--- config.mk ---
export PLATFORM = sky130hd
export DESIGN_NAME = sensor_duty_cycle_sequencer_core_flat
export DESIGN_NICKNAME = d
export VERILOG_FILES = /design/src/rtl/sdcs_pkg.sv /design/src/rtl/sdcs_if.sv /design/src/rtl/sdcs_csr.sv /design/src/rtl/sdcs_phase_fsm.sv /design/src/rtl/sensor_duty_cycle_sequencer_core.sv /design/src/flat_wrapper.sv
export VERILOG_INCLUDE_DIRS = /design/src /design/src/rtl
export SDC_FILE = /design/constraint.sdc
export NUM_CORES = 1
export LEC_CHECK = 0
export BUFFER_PORTS_ARGS = -buffer_cell sky130_fd_sc_hd__buf_2
export CORE_MARGIN = 3
export CORE_UTILIZATION = 50
export DETAILED_ROUTE_END_ITERATION = 10
export PLACE_DENSITY_LB_ADDON = 0.15
export SLEW_MARGIN = 20
export SYNTH_ARGS = -nofsm -noshare
export SYNTH_HDL_FRONTEND = slang
export SYNTH_SLANG_ARGS = --single-unit
--- constraint.sdc ---
create_clock -name clock -period 13.6 [get_ports clock]
set_clock_uncertainty 0.15 [all_clocks]
set_input_delay 0.68 -clock clock [delete_from_list [all_inputs] [get_ports clock]]
set_output_delay 0.68 -clock clock [all_outputs]
set_load 0.05 [all_outputs]
--- src/rtl/assert_macros.svh ---
// ----------------------------------------------------------------------------
// Assertion macros shared by the sequencer RTL
// Clocked property checks with a synchronous reset as the disable condition.
// ----------------------------------------------------------------------------
`ifndef ASSERT_MACROS_SVH
`define ASSERT_MACROS_SVH

// Check that prop holds at every rising clock edge outside reset.
`define SDCS_ASSERT(lbl, clk, rst, prop) \
   lbl: assert property (@(posedge clk) disable iff (rst) (prop)) \
      else $error("sequencer assertion failed");

// Check that cond at one edge is followed by result at the next edge.
`define SDCS_ASSERT_NEXT(lbl, clk, rst, cond, result) \
   lbl: assert property (@(posedge clk) disable iff (rst) (cond) |=> (result)) \
      else $error("sequencer assertion failed");

`endif

--- src/rtl/sdcs_pkg.sv ---
// ----------------------------------------------------------------------------
// Sensor duty-cycle sequencer package
// Register indexes, reset values and the item types shared by the modules and interfaces.
// ----------------------------------------------------------------------------
package sdcs_pkg;

   localparam int CSR_INDEX_W = 2;
   localparam int CSR_DATA_W  = 32;
   localparam int TIME_W      = 32;

   typedef logic [CSR_INDEX_W-1:0] csr_index_type;
   typedef logic [CSR_DATA_W-1:0]  csr_data_type;
   typedef logic [TIME_W-1:0]      time_ms_type;

   // register indexes of the configuration port
   localparam csr_index_type CSR_AWAKE_TIME = 2'd0;
   localparam csr_index_type CSR_MIN_SLEEP  = 2'd1;
   localparam csr_index_type CSR_CYCLING    = 2'd2;

   // register values after reset
   localparam time_ms_type DEF_AWAKE_MS     = 32'd30000;
   localparam time_ms_type DEF_MIN_SLEEP_MS = 32'd60000;
   localparam logic        DEF_CYCLING      = 1'b1;

   // operation codes of an input item
   localparam logic OP_UPDATE  = 1'b0;
   localparam logic OP_RESTART = 1'b1;

   typedef struct packed {
      time_ms_type awake_time_ms;
      time_ms_type min_sleep_time_ms;
      logic        cycling_enabled;
   } cfg_type;

   typedef struct packed {
      logic        op;
      time_ms_type now_ms;
      logic        sensing_on;
      logic        wake_done;
      logic        wake_request;
   } req_item_type;

   typedef struct packed {
      logic sensors_asleep;
      logic wakeup_active;
      logic service_wakeup;
      logic sample_keypad;
      logic sample_everything;
      logic start_wakeup;
      logic send_report;
      logic put_to_sleep;
   } rsp_item_type;

endpackage

--- src/rtl/sdcs_if.sv ---
// ----------------------------------------------------------------------------
// Sequencer stream interfaces
// Valid/ready channels for input items and action results.
// ----------------------------------------------------------------------------
interface sdcs_req_if;
   import sdcs_pkg::*;

   logic         valid;
   logic         ready;
   req_item_type item;

   modport source (output valid, output item, input ready);
   modport sink   (input valid, input item, output ready);
endinterface

interface sdcs_rsp_if;
   import sdcs_pkg::*;

   logic         valid;
   logic         ready;
   rsp_item_type item;

   modport source (output valid, output item, input ready);
   modport sink   (input valid, input item, output ready);
endinterface

--- src/rtl/sdcs_csr.sv ---
// ----------------------------------------------------------------------------
// Sequencer configuration registers
// Write-only register file for awake time, minimum sleep time and cycling.
// ----------------------------------------------------------------------------
module sdcs_csr (
   input  logic                  clock,
   input  logic                  reset,
   input  logic                  csr_we,
   input  sdcs_pkg::csr_index_type csr_index,
   input  sdcs_pkg::csr_data_type  csr_wdata,
   output sdcs_pkg::cfg_type     cfg
);
   import sdcs_pkg::*;

   cfg_type cfg_ff;
   cfg_type cfg_in;

   // decode the write; indexes past the list are dropped
   always_comb begin
      cfg_in = cfg_ff;
      if (csr_we) begin
         unique case (csr_index)
            CSR_AWAKE_TIME: cfg_in.awake_time_ms     = csr_wdata[TIME_W-1:0];
            CSR_MIN_SLEEP:  cfg_in.min_sleep_time_ms = csr_wdata[TIME_W-1:0];
            CSR_CYCLING:    cfg_in.cycling_enabled   = csr_wdata[0];
            default:        cfg_in = cfg_ff;
         endcase
      end
   end

   always_ff @(posedge clock) begin
      if (reset) begin
         cfg_ff.awake_time_ms     <= DEF_AWAKE_MS;
         cfg_ff.min_sleep_time_ms <= DEF_MIN_SLEEP_MS;
         cfg_ff.cycling_enabled   <= DEF_CYCLING;
      end else begin
         cfg_ff <= cfg_in;
      end
   end

   assign cfg = cfg_ff;

endmodule

--- src/rtl/sdcs_phase_fsm.sv ---
// ----------------------------------------------------------------------------
// Sequencer phase machine
// Holds phase, phase start time and wake flag; decodes one item into actions.
// ----------------------------------------------------------------------------
`include "assert_macros.svh"

module sdcs_phase_fsm (
   input  logic                   clock,
   input  logic                   reset,
   input  sdcs_pkg::cfg_type      cfg,
   input  logic                   advance,
   input  sdcs_pkg::req_item_type item,
   output sdcs_pkg::rsp_item_type actions
);
   import sdcs_pkg::*;

   typedef enum logic [1:0] {
      PH_WAKING   = 2'd0,
      PH_AWAKE    = 2'd1,
      PH_SLEEPING = 2'd2
   } phase_type;

   phase_type    phase_ff;
   phase_type    phase_in;
   time_ms_type  start_ff;
   time_ms_type  start_in;
   logic         wake_started_ff;
   logic         wake_started_in;
   time_ms_type  duration;
   time_ms_type  since_start;
   logic         elapsed;
   rsp_item_type act;

   // wrap-safe phase age against the limit of the current phase
   assign duration    = (phase_ff == PH_SLEEPING) ? cfg.min_sleep_time_ms
                                                  : cfg.awake_time_ms;
   assign since_start = item.now_ms - start_ff;
   assign elapsed     = (since_start >= duration);

   // next phase and action flags for the item at the head
   always_comb begin
      phase_in        = phase_ff;
      start_in        = start_ff;
      wake_started_in = wake_started_ff;
      act             = '0;
      if (item.op == OP_RESTART) begin
         phase_in        = PH_WAKING;
         start_in        = item.now_ms;
         wake_started_in = 1'b0;
      end else if (!cfg.cycling_enabled) begin
         phase_in              = PH_AWAKE;
         act.sample_everything = item.sensing_on;
         act.sample_keypad     = !item.sensing_on;
      end else begin
         unique case (phase_ff)
            PH_AWAKE: begin
               act.send_report       = 1'b1;
               act.sample_everything = item.sensing_on;
               act.sample_keypad     = !item.sensing_on;
               if (elapsed) begin
                  phase_in              = PH_SLEEPING;
                  start_in              = item.now_ms;
                  act.sample_everything = 1'b0;
                  act.sample_keypad     = 1'b1;
                  act.put_to_sleep      = 1'b1;
                  act.sensors_asleep    = 1'b1;
               end
            end
            PH_SLEEPING: begin
               act.sensors_asleep = 1'b1;
               act.sample_keypad  = 1'b1;
               if (elapsed && item.wake_request) begin
                  phase_in           = PH_WAKING;
                  start_in           = item.now_ms;
                  wake_started_in    = 1'b1;
                  act.sensors_asleep = 1'b0;
                  act.sample_keypad  = 1'b0;
                  act.wakeup_active  = 1'b1;
                  act.service_wakeup = 1'b1;
                  act.start_wakeup   = 1'b1;
               end
            end
            default: begin
               act.wakeup_active  = 1'b1;
               act.service_wakeup = 1'b1;
               act.sample_keypad  = 1'b1;
               if (!wake_started_ff) begin
                  act.start_wakeup = 1'b1;
                  wake_started_in  = 1'b1;
               end
               if (item.wake_done) begin
                  phase_in           = PH_AWAKE;
                  start_in           = item.now_ms;
                  act.wakeup_active  = 1'b0;
                  act.service_wakeup = 1'b0;
                  act.sample_keypad  = 1'b0;
               end
            end
         endcase
      end
   end

   // advance the phase state once per transfer into the result stage
   always_ff @(posedge clock) begin
      if (reset) begin
         phase_ff        <= PH_WAKING;
         start_ff        <= '0;
         wake_started_ff <= 1'b0;
      end else if (advance) begin
         phase_ff        <= phase_in;
         start_ff        <= start_in;
         wake_started_ff <= wake_started_in;
      end
   end

   assign actions = act;

   `SDCS_ASSERT_NEXT(a_restart_wakes, clock, reset,
      advance && (item.op == OP_RESTART),
      (phase_ff == PH_WAKING) && !wake_started_ff && (start_ff == $past(item.now_ms)))
   `SDCS_ASSERT_NEXT(a_start_marks_wake, clock, reset,
      advance && act.start_wakeup, wake_started_ff)
   `SDCS_ASSERT_NEXT(a_sleep_enters_sleeping, clock, reset,
      advance && act.put_to_sleep, phase_ff == PH_SLEEPING)

endmodule

--- src/rtl/sensor_duty_cycle_sequencer_core.sv ---
// ----------------------------------------------------------------------------
// Sensor duty-cycle sequencer core
// Input stage, phase machine and result register for the sensor power cycle.
// ----------------------------------------------------------------------------
// Each transfer on req_chan carries an op code, a timestamp and three
// status flags; each yields exactly one transfer on rsp_chan with eight
// action flags, in order. Both channels use valid/ready. The csr_ port
// writes awake time, minimum sleep time and the cycling enable, one
// register per cycle, and must be used only while no item is in flight,
// which the block itself does not enforce. An item waits in the input
// register, where the phase machine decodes it with one 32-bit subtract
// and compare, and then moves into the result register, which drives
// rsp_chan.valid. One item per cycle is sustained while rsp_chan.ready
// stays high, since the phase state updates in the same cycle that the
// item moves on.
// Reset empties both registers, restores the register defaults and puts
// the phase machine in waking with start time zero. While the receiver
// holds rsp_chan.ready low, the result holds and one more item waits in
// the input register; req_chan.ready then drops until the result goes.
// ----------------------------------------------------------------------------
`include "assert_macros.svh"

module sensor_duty_cycle_sequencer_core (
   input  logic                    clock,
   input  logic                    reset,
   input  logic                    csr_we,
   input  sdcs_pkg::csr_index_type csr_index,
   input  sdcs_pkg::csr_data_type  csr_wdata,
   sdcs_req_if.sink                req_chan,
   sdcs_rsp_if.source              rsp_chan
);
   import sdcs_pkg::*;

   cfg_type      cfg;
   rsp_item_type actions;
   logic         in_valid_ff;
   logic         in_valid_in;
   req_item_type in_item_ff;
   logic         out_valid_ff;
   logic         out_valid_in;
   rsp_item_type out_item_ff;
   logic         out_free;
   logic         advance;
   logic         in_take;

   sdcs_csr u_csr (
      .clock     (clock),
      .reset     (reset),
      .csr_we    (csr_we),
      .csr_index (csr_index),
      .csr_wdata (csr_wdata),
      .cfg       (cfg)
   );

   sdcs_phase_fsm u_fsm (
      .clock   (clock),
      .reset   (reset),
      .cfg     (cfg),
      .advance (advance),
      .item    (in_item_ff),
      .actions (actions)
   );

   // move the held item on when the result register is free or draining
   assign out_free       = !out_valid_ff || rsp_chan.ready;
   assign advance        = in_valid_ff && out_free;
   assign req_chan.ready = !in_valid_ff || advance;
   assign in_take        = req_chan.valid && req_chan.ready;

   assign in_valid_in  = req_chan.ready ? req_chan.valid : in_valid_ff;
   assign out_valid_in = out_free ? in_valid_ff : out_valid_ff;

   // hold control state
   always_ff @(posedge clock) begin
      if (reset) begin
         in_valid_ff  <= 1'b0;
         out_valid_ff <= 1'b0;
      end else begin
         in_valid_ff  <= in_valid_in;
         out_valid_ff <= out_valid_in;
      end
   end

   // capture payloads on transfer
   always_ff @(posedge clock) begin
      if (in_take) begin
         in_item_ff <= req_chan.item;
      end
      if (advance) begin
         out_item_ff <= actions;
      end
   end

   assign rsp_chan.valid = out_valid_ff;
   assign rsp_chan.item  = out_item_ff;

   `SDCS_ASSERT_NEXT(a_take_fills_input, clock, reset,
      in_take, in_valid_ff && (in_item_ff == $past(req_chan.item)))
   `SDCS_ASSERT_NEXT(a_advance_fills_result, clock, reset,
      advance, out_valid_ff && (out_item_ff == $past(actions)))

endmodule
--- src/flat_wrapper.sv ---
// flat-port wrapper written by rule: the top's interface ports become plain ports
module sensor_duty_cycle_sequencer_core_flat import sdcs_pkg::*;
  (clock, reset, csr_we, csr_index, csr_wdata, req_chan_valid, req_chan_item, req_chan_ready, rsp_chan_valid, rsp_chan_item, rsp_chan_ready);
  sdcs_req_if req_chan_i ();
  sdcs_rsp_if rsp_chan_i ();
  input  logic clock;
  input  logic reset;
  input  logic csr_we;
  input  sdcs_pkg::csr_index_type csr_index;
  input  sdcs_pkg::csr_data_type csr_wdata;
  input wire logic [$bits(req_chan_i.valid)-1:0] req_chan_valid;
  input wire logic [$bits(req_chan_i.item)-1:0] req_chan_item;
  output wire logic [$bits(req_chan_i.ready)-1:0] req_chan_ready;
  output wire logic [$bits(rsp_chan_i.valid)-1:0] rsp_chan_valid;
  output wire logic [$bits(rsp_chan_i.item)-1:0] rsp_chan_item;
  input wire logic [$bits(rsp_chan_i.ready)-1:0] rsp_chan_ready;
  assign req_chan_i.valid = req_chan_valid;
  assign req_chan_i.item = req_chan_item;
  assign req_chan_ready = req_chan_i.ready;
  assign rsp_chan_valid = rsp_chan_i.valid;
  assign rsp_chan_item = rsp_chan_i.item;
  assign rsp_chan_i.ready = rsp_chan_ready;
  sensor_duty_cycle_sequencer_core u_core (.clock(clock), .reset(reset), .csr_we(csr_we), .csr_index(csr_index), .csr_wdata(csr_wdata), .req_chan(req_chan_i), .rsp_chan(rsp_chan_i));
endmodule
-- Word-level counts from Yosys, hierarchy flattened
Index checks and enable logic that the tools add are counted.
- magnitude comparators: 1
- bitwise operators: 2
- reduce and logical (&&, ||, !) cells: 19
- equality and inequality tests: 10
- add/subtract/negate cells: 1
- mux-type cells: 30
- operators with widths (cell ; count):
    32-bit two-way mux ; 6
    32-bit case mux with 2 select lines ; 1
    32-bit greater-or-equal comparator ; 1
    32-bit subtractor ; 1
    2-bit two-way mux ; 8
    4-bit by 3-bit inequality test with 1-bit output (second input constant) ; 2
    1-bit case mux with 2 select lines ; 4
    2-bit case mux with 2 select lines ; 2
    4-bit AND reduction ; 2
    1-bit two-way mux ; 7
    2-bit AND reduction ; 3
    5-bit by 3-bit inequality test with 1-bit output (second input constant) ; 1
    5-bit AND reduction ; 1
    2-bit by 1-bit equality test with 1-bit output (second input constant) ; 2
    2-bit equality test (second input constant) ; 2
    4-bit two-way mux ; 1
    4-bit nonzero test ; 1
    1-bit logical AND ; 3
    1-bit logical NOT ; 3
    3-bit two-way mux ; 1
    3-bit by 1-bit inequality test with 1-bit output (second input constant) ; 1
    3-bit by 2-bit inequality test with 1-bit output (second input constant) ; 1
    3-bit OR reduction ; 1
    2-bit logical NOT ; 1
    5 further kinds ; 7
- word-level logic and storage cells: 84
- output and inout port bits: 10
- register bits after elaboration: 146
- input port bits: 75

-- Logic depth before layout (Yosys ltp)
- depth after elaboration: 8
- depth in mapped cells: 22

-- Modules after synthesis
A second synthesis with hierarchy kept.
- cell total of the unflattened synthesis: 823
- area total of the unflattened synthesis: 8325.5 µm²
- by module, submodules not included (module ; area an instance (µm²) ; seq. area each (µm²) ; cells each ; instances):
    sdcs_phase_fsm ; 4179.0 ; 700.7 ; 509 ; 1
    sdcs_csr ; 2721.4 ; 1301.2 ; 260 ; 1
    sensor_duty_cycle_sequencer_core ; 1425.1 ; 1361.3 ; 54 ; 1

-- Worst setup path after synthesis
OpenSTA, ideal clock, no wires.
- path type: flip-flop to flip-flop
- from: register u_core.in_item_ff[11] (netlist bit)
- to: register u_core.u_fsm.start_ff[10]
- path buffers: 1
- stages on the path, launching flop included: 19
- clock period less this slack: 4.739 ns
- data required time: 13.378 ns
- setup time: 0.072 ns
- arrival: 4.517 ns
- setup slack: 8.861 ns
- cells stage by stage: edfxtp_1 -> ha_1 -> a21o_1 -> nor2b_1 -> or4_1 -> a311o_1 -> nand4_2 -> nand3b_4 -> a311oi_2 -> xnor2_1 -> ha_1 -> nand4_1 -> or4_1 -> o21ai_0 -> a211o_1 -> nand3_1 -> a21oi_2 -> buf_4 -> mux2i_1
- word-level cells in the longest chain between the ends: 5
- ends and longest elaborated chain (element ; RTL line ; source):
    start, declared ; sensor_duty_cycle_sequencer_core.sv:38 ; req_item_type in_item_ff;
    start signal, assigned ; sensor_duty_cycle_sequencer_core.sv:87 ; in_item_ff <= req_chan.item;
    32-bit subtractor (*) ; sdcs_phase_fsm.sv:37 ; assign since_start = item.now_ms - start_ff;
    32-bit greater-or-equal comparator (*) ; sdcs_phase_fsm.sv:38 ; assign elapsed = (since_start >= duration);
    1-bit logical AND ; sdcs_phase_fsm.sv:72 ; if (elapsed && item.wake_request) begin
    3-bit by 1-bit inequality test with 1-bit output (no source line) ; n/a ;
    5-bit AND reduction (no source line) (*) ; n/a ;
    end signal, assigned ; sdcs_phase_fsm.sv:111 ; start_ff <= start_in;
    end, declared ; sdcs_phase_fsm.sv:25 ; time_ms_type start_ff;
Every way passes the cells marked *; elsewhere a longest branch is shown, timed or not.
A chain may end at the register's enable or synchronous reset.

-- Worst setup path after layout
- from: register u_core.in_item_ff[3] (netlist bit)
- to: register u_core.u_fsm.start_ff[19]
Same word-level chain as after synthesis.

==> results.sh <==
export IMPL_max_freq_ghz=0.1819
export IMPL_vias_per_cell=5.314
export IMPL_globalRouteOverflowTotal=0
export IMPL_buffer_ports_inserted=84
export IMPL_ys_seq_area_frac=0.4124
export IMPL_seq_power_share=0.407
export IMPL_post_cts_buffers=0
export IMPL_final_util=0.5974
export IMPL_async_reset_ff_frac=0
export IMPL_synth_nets=1029
export IMPL_first_pass_iters=5
export IMPL_critical_path_class="reg2reg"
export IMPL_rsz0062_at_grt="false"
export IMPL_cts_inserted_buffers=17
export IMPL_status="finished clean"
export IMPL_final_hold_viol_count=0
export IMPL_drt_total_wl_mm=17.64
export IMPL_hold_path_class="in2reg"
export IMPL_finalWeightedCongestion=0.8256
export IMPL_required_ns=13.80
export IMPL_cts_tree="yes"
export IMPL_die_w_um=133.1
export IMPL_cts_resized_gates=0
export IMPL_grtUsageMet3=0.04041
export IMPL_met2_usage=0.3578
export IMPL_drt_iter0_drc=423
export IMPL_synthFlopType="dfxtp_1"
export IMPL_initial_utilization=0.5219
export IMPL_switchingPower_uw=320.2
export IMPL_max_stage_delay_ns=0.57
export IMPL_rows=45
export IMPL_ys_warn_count=0
export IMPL_grt_pass1_wl_mm=29.97
export IMPL_coreArea_mm2=0.01548
export IMPL_maxCapViolCount=0
export IMPL_dieHeight_um=133.1
export IMPL_path_clk_slew_ns=0.06
export IMPL_p_leak_nw=3.596
export IMPL_dp_cells=1148
export IMPL_ant_nets=0
export IMPL_ys_top_cells_by_area="dfxtp_1 (25%), edfxtp_1 (16%), ha_1 (10%), mux2i_1 (7.9%), nand2_1 (6.9%)"
export IMPL_grt_pass1_vias=6231
export IMPL_p_sw_frac=0.2722
export IMPL_clockBufferDepth=2
export IMPL_critPathLaunchType="flop"
export IMPL_numClockSinks=145
export IMPL_internal_power_uw=856.0
export IMPL_synth_area_mm2=0.008082
export IMPL_setup_tns_ns=0
export IMPL_finalMaxSlewViolations=0
export IMPL_fin_ws_ns=8.104
export IMPL_relSlewSlack=0.3516
export IMPL_ioPinCount=85
export IMPL_antenna_cells_inserted=0
export IMPL_synth_edff_count=43
export IMPL_synth_seq_cells=145
export IMPL_syn_inst=887
export IMPL_nets=1098
export IMPL_dp_hpwl_mm=12.09
export IMPL_drc=0
export IMPL_syn2layout_area_growth_pct=14.46
export IMPL_worstPathCellList="inv_1, ha_1, inv_1, fa_1, a211oi_1, nor2_1, o31ai_1, a21oi_1, o21a_1, a21oi_1, a31oi_1, xor2_1, ha_1, nand4_1, or4_1, o21ai_0, a211o_1, nand3_1, a21oi_4, buf_4, mux2i_1"
export IMPL_setup_violations=0
export IMPL_fin_cells=1180
export IMPL_min_period_ns=5.496
export IMPL_drive_above_1_share=0.1342
export IMPL_busiest_layer="met2"
export IMPL_totalPowerFinal_mw=1.176
export IMPL_tightest_slew_ns=0.9726
export IMPL_avgRoutedWirePerCell_um=14.95
export IMPL_die_area_mm2=0.01772
export IMPL_synth_top_cell_by_area="dfxtp_1"
export IMPL_ys_types=58
export IMPL_met1_usage=0.2537
export IMPL_grt_max_degree=134
export IMPL_critPathArrivalTime_ns=5.69
export IMPL_ir_worst_vdd_uv=94.32
export IMPL_p_clk_frac=0.401
export IMPL_power_frac_comb=0.192
export IMPL_synth_area_per_cell_um2=9.111
export IMPL_h_tree_depth=4
export IMPL_crit_path_max_fanout=32
export IMPL_critPathSlowestCell="or4_1"
export IMPL_dpl_worst_slack_ns=8.162
export IMPL_cts_root_buf="clkbuf_16"
export IMPL_finalCritPeriodShare=0.4041
export IMPL_vias=6271
export IMPL_synth_top_cells_by_count="nand2_1 (149), dfxtp_1 (102), a21oi_1 (101)"
export IMPL_cp_end_kind="flop"
export IMPL_clk_latency_ns=0.42
export IMPL_synth_top_area_frac=0.2527
export IMPL_ctsHoldBuffers=0
export IMPL_antenna_found_initial=0
export IMPL_yosys_cell_count_top_type="nand2_1"
export IMPL_gr_usage_all_layers=0.2057
export IMPL_power_density_mw_per_mm2=127.2
[worst max-delay path, delay by kind of cell (launching register included)]
kind                     cells  cell delay [ns]
XOR/XNOR                     1             0.16
flip-flops                   1             0.38
adder cells (fa/ha/maj)      3             0.86
buffers and inverters        3             0.64
AO/OA/AOI/OAI                9             1.96
multiplexers                 1             0.26
AND/OR/NAND/NOR              4             0.99
[cells in the final DEF (no fill, tap or decap), drive strengths merged, types with 21 or more instances in the layout]
cell type	instances
nand2	149
a21oi	103
dfxtp	102
buf	90
nand2b	72
ha	66
mux2i	64
inv	53
edfxtp	43
o21ai	23
clkbuf	23
nor2	22
xnor2	21
[power groups by stage]
| stage | combinational (mW) | clock [mW] | sequential, mW |
|---|---|---|---|
| finish | 0.226 | 0.472 | 0.479 |
| global placement | 0.221 | 0 | 0.488 |
| global route | 0.257 | 0.496 | 0.482 |
| CTS | 0.226 | 0.480 | 0.479 |
| floorplan | 0.165 | 0 | 0.489 |
| detailed placement | 0.224 | 0 | 0.488 |
[sequential cells by signal, summed over array words and instances (netlist names)]
signal	count
u_core.u_csr.cfg	65
u_core.in_item_ff	36
u_core.rsp_chan.item	7
u_core.rsp_chan.valid	1
u_core.u_fsm.start_ff	32
u_core.u_fsm.wake_started_ff	1
u_core.u_fsm.phase_ff	2
u_core.in_valid_ff	1
[path summary, 6_finish.rpt]
check,startpoint,to,slack [ns],cells past startpoint
max reg2reg,u_core.in_item_ff[3],u_core.u_fsm.start_ff[19],8.10,21
max,u_core.in_item_ff[3],u_core.u_fsm.start_ff[19],8.10,21
min,req_chan_item[0],u_core.in_item_ff[0],0.28,1
min reg2reg,u_core.u_csr.cfg[25],u_core.u_csr.cfg[25],0.30,2
[metal layers]
| layer | wire (um) | vias up |
|---|---|---|
| met4 | 415 | 0 |
| met5 | 0 | - |
| met2 | 8816 | 113 |
| met3 | 575 | 29 |
| met1 | 7835 | 2916 |
| li1 | - | 3213 |
[final cells by class]
class                           count  area, um2
Tap cell                          211      264.0
Timing Repair Buffer               90      469.2
Clock buffer                       23      490.5
Sequential cell                   145       3333
Multi-Input combinational cell    652       4404
Inverter                           50      187.7
Fill cell                        1405       6233
Clock inverter                      9      101.3
[kinds of logic after synthesis]
family / count (synthesis) / synth area share
XOR/XNOR: 27 / 0.02926
flip-flops: 145 / 0.4124
adder cells (fa/ha/maj): 67 / 0.1047
buffers and inverters: 90 / 0.04459
multiplexers: 65 / 0.08066
AO/OA/AOI/OAI: 186 / 0.1376
AND/OR/NAND/NOR: 307 / 0.1907
[per-stage QoR]
step | hold slack, ns | area, um2
finish | 0.2781 | 9250
floorplan | 0.2819 | 8082
global placement | 0.2906 | 8655
CTS | 0.2670 | 9246
detailed placement | 0.2964 | 8655
global route | 0.2648 | 9250
Power figures use the tool's default switching activity.
